===== config.mk =====
export PLATFORM = sky130hd
export DESIGN_NAME = smcw_ctrl
export DESIGN_NICKNAME = d
export VERILOG_FILES = /design/src/smcw_pkg.sv /design/src/smcw_ctrl.sv
export SDC_FILE = /design/constraint.sdc
export NUM_CORES = 1
export LEC_CHECK = 0
export BUFFER_PORTS_ARGS = -buffer_cell sky130_fd_sc_hd__buf_2
export CORE_MARGIN = 10
export CORE_UTILIZATION = 35
export DETAILED_ROUTE_END_ITERATION = 8
export HOLD_SLACK_MARGIN = 0.15
export PLACE_DENSITY = 0.63
export SLEW_MARGIN = 20
export SYNTH_ARGS = -nofsm -noshare
export SYNTH_HDL_FRONTEND = slang
export SYNTH_SLANG_ARGS = --single-unit

===== constraint.sdc =====
create_clock -name clk_i -period 2.4 [get_ports clk_i]
set_input_delay 0 -clock clk_i [delete_from_list [all_inputs] [get_ports clk_i]]
set_output_delay 0 -clock clk_i [all_outputs]
set_load 0.01 [all_outputs]

===== src/smcw_pkg.sv =====
// Shared types, constants and the exponent table for the softmax child weighting core.
// Used by every module of the block; depends on nothing.
package smcw_pkg;

  localparam int MaxChildren = 64;
  localparam int IdxW        = $clog2(MaxChildren);
  localparam int CntW        = IdxW + 1;
  localparam int ExpDepth    = 256;
  localparam int ExpAw       = $clog2(ExpDepth);
  localparam int RawW        = 17;
  localparam int PsW         = 24;
  localparam int SumW        = RawW + IdxW;
  localparam int NumW        = RawW + PsW + 1;
  localparam int QuoW        = PsW;
  localparam int DivCntW     = $clog2(QuoW);
  localparam int AccW        = 48;
  localparam int ExpTerms    = 24;

  localparam logic [16:0]        Log2eQ16   = 17'd94548;
  localparam longint unsigned    Ln2Q30     = 64'd744261118;
  localparam longint unsigned    OneQ30     = 64'd1073741824;
  localparam longint unsigned    Two35      = 64'd34359738368;
  localparam logic [7:0]         SharpReset = 8'd35;
  localparam logic signed [15:0] BestReset  = -16'sd16384;
  localparam logic [2:0]         AddrSharp  = 3'd0;

  typedef longint unsigned recip_t [ExpTerms + 1];

  // ceil(2^35 / n): exact floor division by n of any value below 2^30
  localparam recip_t RecipQ35 = '{
    64'd0,
    Two35,
    (Two35 + 64'd1) / 64'd2,
    (Two35 + 64'd2) / 64'd3,
    (Two35 + 64'd3) / 64'd4,
    (Two35 + 64'd4) / 64'd5,
    (Two35 + 64'd5) / 64'd6,
    (Two35 + 64'd6) / 64'd7,
    (Two35 + 64'd7) / 64'd8,
    (Two35 + 64'd8) / 64'd9,
    (Two35 + 64'd9) / 64'd10,
    (Two35 + 64'd10) / 64'd11,
    (Two35 + 64'd11) / 64'd12,
    (Two35 + 64'd12) / 64'd13,
    (Two35 + 64'd13) / 64'd14,
    (Two35 + 64'd14) / 64'd15,
    (Two35 + 64'd15) / 64'd16,
    (Two35 + 64'd16) / 64'd17,
    (Two35 + 64'd17) / 64'd18,
    (Two35 + 64'd18) / 64'd19,
    (Two35 + 64'd19) / 64'd20,
    (Two35 + 64'd20) / 64'd21,
    (Two35 + 64'd21) / 64'd22,
    (Two35 + 64'd22) / 64'd23,
    (Two35 + 64'd23) / 64'd24
  };

  typedef struct packed {
    logic [15:0]        child_prior;
    logic signed [15:0] child_q;
    logic signed [15:0] own_value;
    logic               last_child;
  } item_t;

  typedef struct packed {
    logic [5:0]         child_index;
    logic [15:0]        child_weight;
    logic signed [15:0] node_value;
    logic               last_result;
    logic               overflow;
  } result_t;

  typedef struct packed {
    logic load;
    logic init;
    logic p1_rd;
    logic m1;
    logic m2;
    logic ex;
    logic p2_rd;
    logic p2_mul;
    logic div_go;
    logic acc;
    logic nv;
    logic out;
  } cmd_t;

  typedef struct packed {
    logic idx_last;
    logic div_done;
  } stat_t;

  typedef logic [RawW-1:0] exp_table_t [ExpDepth];

  // exp(-s), s in Q30 below 1.0, rounded to Q16
  function automatic logic [RawW-1:0] exp_neg_q30(input longint unsigned s);
    longint          sum;
    longint unsigned term;
    logic [69:0]     prod;
    sum  = longint'(OneQ30);
    term = OneQ30;
    for (int n = 1; n <= ExpTerms; n++) begin
      prod = 70'((term * s) >> 30) * 70'(RecipQ35[n]);
      term = 64'(prod >> 35);
      if ((n % 2) == 1) begin
        sum = sum - longint'(term);
      end else begin
        sum = sum + longint'(term);
      end
    end
    if (sum < 0) begin
      sum = 0;
    end
    return RawW'((longint'(unsigned'(sum)) + 8192) >> 14);
  endfunction

  function automatic exp_table_t build_exp_table();
    exp_table_t t;
    for (int k = 0; k < ExpDepth; k++) begin
      t[k] = exp_neg_q30((longint'(unsigned'(k)) * Ln2Q30) / ExpDepth);
    end
    return t;
  endfunction

  localparam exp_table_t ExpTable = build_exp_table();

endpackage


===== src/smcw_ctrl.sv =====
// Controller: sequences loading, the exponent pass and the weight pass.
// Depends on smcw_pkg; drives smcw_datapath through cmd_t.
module smcw_ctrl (
  input  logic            clk_i,
  input  logic            rst_ni,
  input  logic            start_i,
  input  logic            last_i,
  input  smcw_pkg::stat_t stat_i,
  output smcw_pkg::cmd_t  cmd_o,
  output logic            busy_o
);
  import smcw_pkg::*;

  typedef enum logic [12:0] {
    ST_IDLE  = 13'b0000000000001,
    ST_INIT  = 13'b0000000000010,
    ST_P1RD  = 13'b0000000000100,
    ST_P1M1  = 13'b0000000001000,
    ST_P1M2  = 13'b0000000010000,
    ST_P1EX  = 13'b0000000100000,
    ST_P2RD  = 13'b0000001000000,
    ST_P2MUL = 13'b0000010000000,
    ST_P2GO  = 13'b0000100000000,
    ST_P2DIV = 13'b0001000000000,
    ST_P2ACC = 13'b0010000000000,
    ST_P2NV  = 13'b0100000000000,
    ST_P2OUT = 13'b1000000000000
  } state_e;

  state_e state_q, state_d;

  always_comb begin
    state_d = state_q;
    case (state_q)
      ST_IDLE:  if (start_i && last_i) state_d = ST_INIT;
      ST_INIT:  state_d = ST_P1RD;
      ST_P1RD:  state_d = ST_P1M1;
      ST_P1M1:  state_d = ST_P1M2;
      ST_P1M2:  state_d = ST_P1EX;
      ST_P1EX:  state_d = stat_i.idx_last ? ST_P2RD : ST_P1RD;
      ST_P2RD:  state_d = ST_P2MUL;
      ST_P2MUL: state_d = ST_P2GO;
      ST_P2GO:  state_d = ST_P2DIV;
      ST_P2DIV: if (stat_i.div_done) state_d = ST_P2ACC;
      ST_P2ACC: state_d = stat_i.idx_last ? ST_P2NV : ST_P2OUT;
      ST_P2NV:  state_d = ST_P2OUT;
      ST_P2OUT: state_d = stat_i.idx_last ? ST_IDLE : ST_P2RD;
      default:  state_d = ST_IDLE;
    endcase
  end

  always_ff @(posedge clk_i or negedge rst_ni) begin
    if (!rst_ni) begin
      state_q <= ST_IDLE;
    end else begin
      state_q <= state_d;
    end
  end

  assign busy_o        = state_q != ST_IDLE;
  assign cmd_o.load    = (state_q == ST_IDLE) && start_i;
  assign cmd_o.init    = state_q == ST_INIT;
  assign cmd_o.p1_rd   = state_q == ST_P1RD;
  assign cmd_o.m1      = state_q == ST_P1M1;
  assign cmd_o.m2      = state_q == ST_P1M2;
  assign cmd_o.ex      = state_q == ST_P1EX;
  assign cmd_o.p2_rd   = state_q == ST_P2RD;
  assign cmd_o.p2_mul  = state_q == ST_P2MUL;
  assign cmd_o.div_go  = state_q == ST_P2GO;
  assign cmd_o.acc     = state_q == ST_P2ACC;
  assign cmd_o.nv      = state_q == ST_P2NV;
  assign cmd_o.out     = state_q == ST_P2OUT;

endmodule


# Word-level counts from Yosys, hierarchy flattened
# Cells that the tools add are included.
[totals]
word_cells = 26
register_bits = 13
[op_classes]
n_eq_ne = 16
muxes = 6
n_reduce_logical = 3
[ops]
columns = ["operator", "count"]
rows = [
  ["case mux 13 bit (13 select lines)", 1],
  ["2-to-1 mux 13 bit", 3],
  ["2-to-1 mux 7 bit", 2],
  ["equality test 13 x 1 -> 1 bit, second input constant", 1],
  ["equality test 13 x 10 -> 1 bit, second input constant", 1],
  ["equality test 13 x 11 -> 1 bit, second input constant", 1],
  ["equality test 13 x 12 -> 1 bit, second input constant", 1],
  ["equality test 13 bit, second input constant", 1],
  ["equality test 13 x 2 -> 1 bit, second input constant", 1],
  ["equality test 13 x 3 -> 1 bit, second input constant", 1],
  ["equality test 13 x 4 -> 1 bit, second input constant", 1],
  ["equality test 13 x 5 -> 1 bit, second input constant", 1],
  ["equality test 13 x 6 -> 1 bit, second input constant", 1],
  ["equality test 13 x 7 -> 1 bit, second input constant", 1],
  ["equality test 13 x 8 -> 1 bit, second input constant", 1],
  ["equality test 13 x 9 -> 1 bit, second input constant", 1],
  ["!= test 13 x 1 -> 1 bit, second input constant", 1],
  ["!= test 2 bit, second input constant", 2],
  ["logical AND 1 bit", 2],
  ["AND reduction 2 bit", 1],
]

# Depth between registers and ports, before layout
[logic_depth]
ltp_word = 3
mapped_depth = 6
ltp_nobuf = 5

# Least setup slack after synthesis
# No wires, ideal clock.
[synth_timing]
kind = "reg2reg"
start = "reg state_q[3]"
end = "reg state_q[0]"
stages_incl_launch_ff = 5
path_slack_ns = 0.796
arrival_ns = 1.520
required_time_ns = 2.316
cell_sequence = "dfrtp_1 > or4_4 > o32ai_1 > nand2_1 > a311o_1"
[synth_via]
elab_chain_cells = 3
word_cells_on_any_way = 17
[synth_lines]
columns = ["item", "line_no", "text"]
rows = [
  ["start: declaration", "smcw_ctrl.sv:30", "state_e state_q, state_d;"],
  ["start signal: assignment", "smcw_ctrl.sv:56", "state_q <= state_d;"],
  ["equality test 13 x 1 -> 1 bit / equality test 13 x 10 -> 1 bit (equally long branches)", "smcw_ctrl.sv:34", "case (state_q)"],
  ["!= test 2 bit (no source line)", "n/a", ""],
  ["AND reduction 2 bit (no source line)", "n/a", ""],
]
# Several ways; a longest one is shown, not always the timed one.
# A chain may end at the register's enable or synchronous reset.

# Final worst setup path
[layout_timing]
start = "reg state_q[9]"
end = "reg state_q[1]"
# The elaborated chain is that of the path after synthesis.

==> reports/results.txt <==
Clk sink count = 13
Slew Limit Fails = 0
Vias per cell = 5.50
Critical-path cell list = or2b_2 -> or2_2 -> or2_1 -> a31oi_1 -> dlygate4sd3_1 -> a21oi_1
Hold path depth = 3
Top cell type's share of synthesized area = 33.7%
Pleak = 0.534 nW
WHS Endpoint = state_q[0]
Global Route Usage Sum = 8.68%
Power density cells = 703 mW/mm2
Largest net degree at the start of global routing = 13
Setup TNS Final = 0 ns
Ant. Diodes = 0
Placement Rows = 18
Area contributors post-synth = dfrtp_1 (34%), nor2_1 (5.0%), and3_1 (4.2%)
Layout net count = 127
Htree depth = 1
Port bufs = 18
Post-Syn Instances = 94
Worst EP arrival = 2.43 ns
Status = complete, no violations
Worst-path fanout max = 9
Routed len/inst = 14.6 um
Relative slew slack = 60.3%
Crit Path Class = flop to flop
Violation count after the first detailed-routing iteration = 25
Reg-to-reg critical path startpoint = state_q[9]
Clock transition at path regs = 0.08 ns
Final routed DRC violation total = 0
Starting Density = 36.3%
Area delta synth->final = 22.2%
DRT Pass-1 Iters = 4
Die extent in x = 70.5 um
Delay-heaviest family, CP = simple AND/OR/NAND/NOR gates
Avg Inst Size Synth = 9.49 um2
F_max = 442 MHz
Antenna violations before repair = 0
Max Cap Viol = 0
Finished layout cell area = 0.00109 mm2
Final core utilization = 44.4%
Min Tclk post-route = 2.26 ns
HP Class = input port to flop
Clk buf depth = 2
Vias in the first global route = 787
Core Region = 0.00245 mm2
DR vias = 825
Commonest non-fill, non-tap cell in the layout = buf_2
Num CTS Buffers = 3
R2R Setup Slk = 0.14 ns
Worst vdd rail ir drop = 0.445 mV
Seq/Total Area, Yosys = 36.6%
EDFF count, synth = 0
Placed insts = 138
Global-route wire length before repair = 3650 um
Placer's final routability congestion estimate = 0.788
WP buf/inv = 1
Post-Layout Cell Count = 150
CP peak stage delay = 0.57 ns
Netlist cell types = 42
RSZ-0062 raised after global routing = no
Post-synth top area cell = dfrtp_1
Clk Latency, worst-skew pair = 0.28 ns
Most used DFF post-synth = dfrtp_1
Synth async-reset ratio = 100%
Total Routed Length = 2190 um
Worst Max-Slew Pin Slew = 0.594 ns
Layout Skew = 0.00102 ns
Yosys warns = 0
# setup viols final = 0
CP Data Required Time = 2.56 ns
Largest registers = state_q (13)
Crit-path slowest cell = dlygate4sd3_1
IO Pins = 19
CTS tree = built
Die extent in y = 70.5 um
Share of post-route cells with drive strength above 1 = 31.7%
Final Cycle Share = 94.3%
Full die area = 0.00497 mm2
DP HPWL = 1610 um
Commonest non-fill, non-tap cells in the layout = buf_2 (18), nor2_1 (12), dfrtp_1 (11), and3_1 (6), dlygate4sd3_1 (6)
Reg2reg end = state_q[1]
Syn_nets = 100
Cell Area, Synth = 892 um2
Number of fill cells = 242
CTS Root Cell = clkbuf_4
Worst R2R Path Depth = 6
Post-DP Area = 976 um2
Crit path launch type = flop
Hold Fails Final Rpt = 0
Kind of end point of the critical path = flop
Max reg flops = 13
Final Power = 0.766 mW
Total congestion overflow = 0
Biggest register = state_q
FF+latch count, synth = 13
Min-delay src = start_i
Final ANT Viol Nets = 0
-- worst max-delay path by stage --
| stage | startpoint | to | slack [ns] | cells past startpoint |
|---|---|---|---|---|
| after CTS | state_q[4] | state_q[1] | 0.09 | 6 |
| after global routing | state_q[9] | state_q[1] | 0.01 | 6 |
| after detailed placement | state_q[4] | state_q[1] | 0.64 | 5 |
| final | state_q[9] | state_q[1] | 0.14 | 6 |
| after floorplan | state_q[3] | state_q[0] | 0.80 | 4 |
| after global placement | state_q[4] | state_q[1] | 0.64 | 5 |
-- per-layer routing --
metal,wire [um],vias to the layer above,GRT usage [%]
met1,974,395,10.4
met4,26,0,3.29
met2,1100,26,14.1
met5,0,-,0
li1,-,400,-
met3,88,4,2.54
-- tightest hold or removal path, cell delays in order --
cell,delay [ns]
buf_2,0.11
a21oi_1,0.16
a311o_1,0.13
-- power by group --
part           leakage [nW]  switching (mW)  internal [mW]
registers             0.175          0.0485          0.249
clock network        0.0150          0.0757         0.0645
logic                 0.344           0.174          0.154
total                 0.534           0.298          0.468
-- cell usage after synthesis (all sizes together) (3+ instances only) --
cell and n:
nor3b 4, buf 3, nor4b 3, nor3 3
o21ai 4, xor2 3, nor2 13, and3 6
dfrtp 12, a21oi 3, or2b 3, nand4 3
inv 4, nor4 3
-- stage by stage --
step,setup slack [ns],hold slack [ns]
global placement,0.642,-0.0850
detailed placement,0.642,-0.0896
floorplan,0.796,-0.296
CTS,0.0930,0.160
global route,0.0113,0.163
finish,0.137,0.160
-- final cells by class --
| cell class | count | area, um2 | share of cell area [%] |
|---|---|---|---|
| Clock buffer | 4 | 26.3 | 2.41 |
| Inverter | 4 | 15.0 | 1.38 |
| Multi-Input combinational cell | 73 | 518 | 47.5 |
| Sequential cell | 13 | 328 | 30.1 |
| Tap cell | 30 | 37.5 | 3.44 |
| Timing Repair Buffer | 26 | 165 | 15.2 |
-- kinds of logic (layout without fill, tap and decap cells) --
logic type	after synthesis	count (layout)	synth area share, %
buffers and inverters	8	34	6.59
and+or+nand+nor	53	53	41.1
DFF	13	13	36.6
AOI/OAI and AO/OA	16	16	11.6
muxes	1	1	1.12
xor gates and xnor gates	3	3	2.95
-- timing repair --
action                                  4_1_cts  5_1_grt
hold buffers                                  6        0
hold endpoints to repair                     20        0
endpoints found under the setup margin        0        1
resized for setup                             0        3
setup buffers                                 0        2
Note: power is estimated with default switching activity, not from simulation.
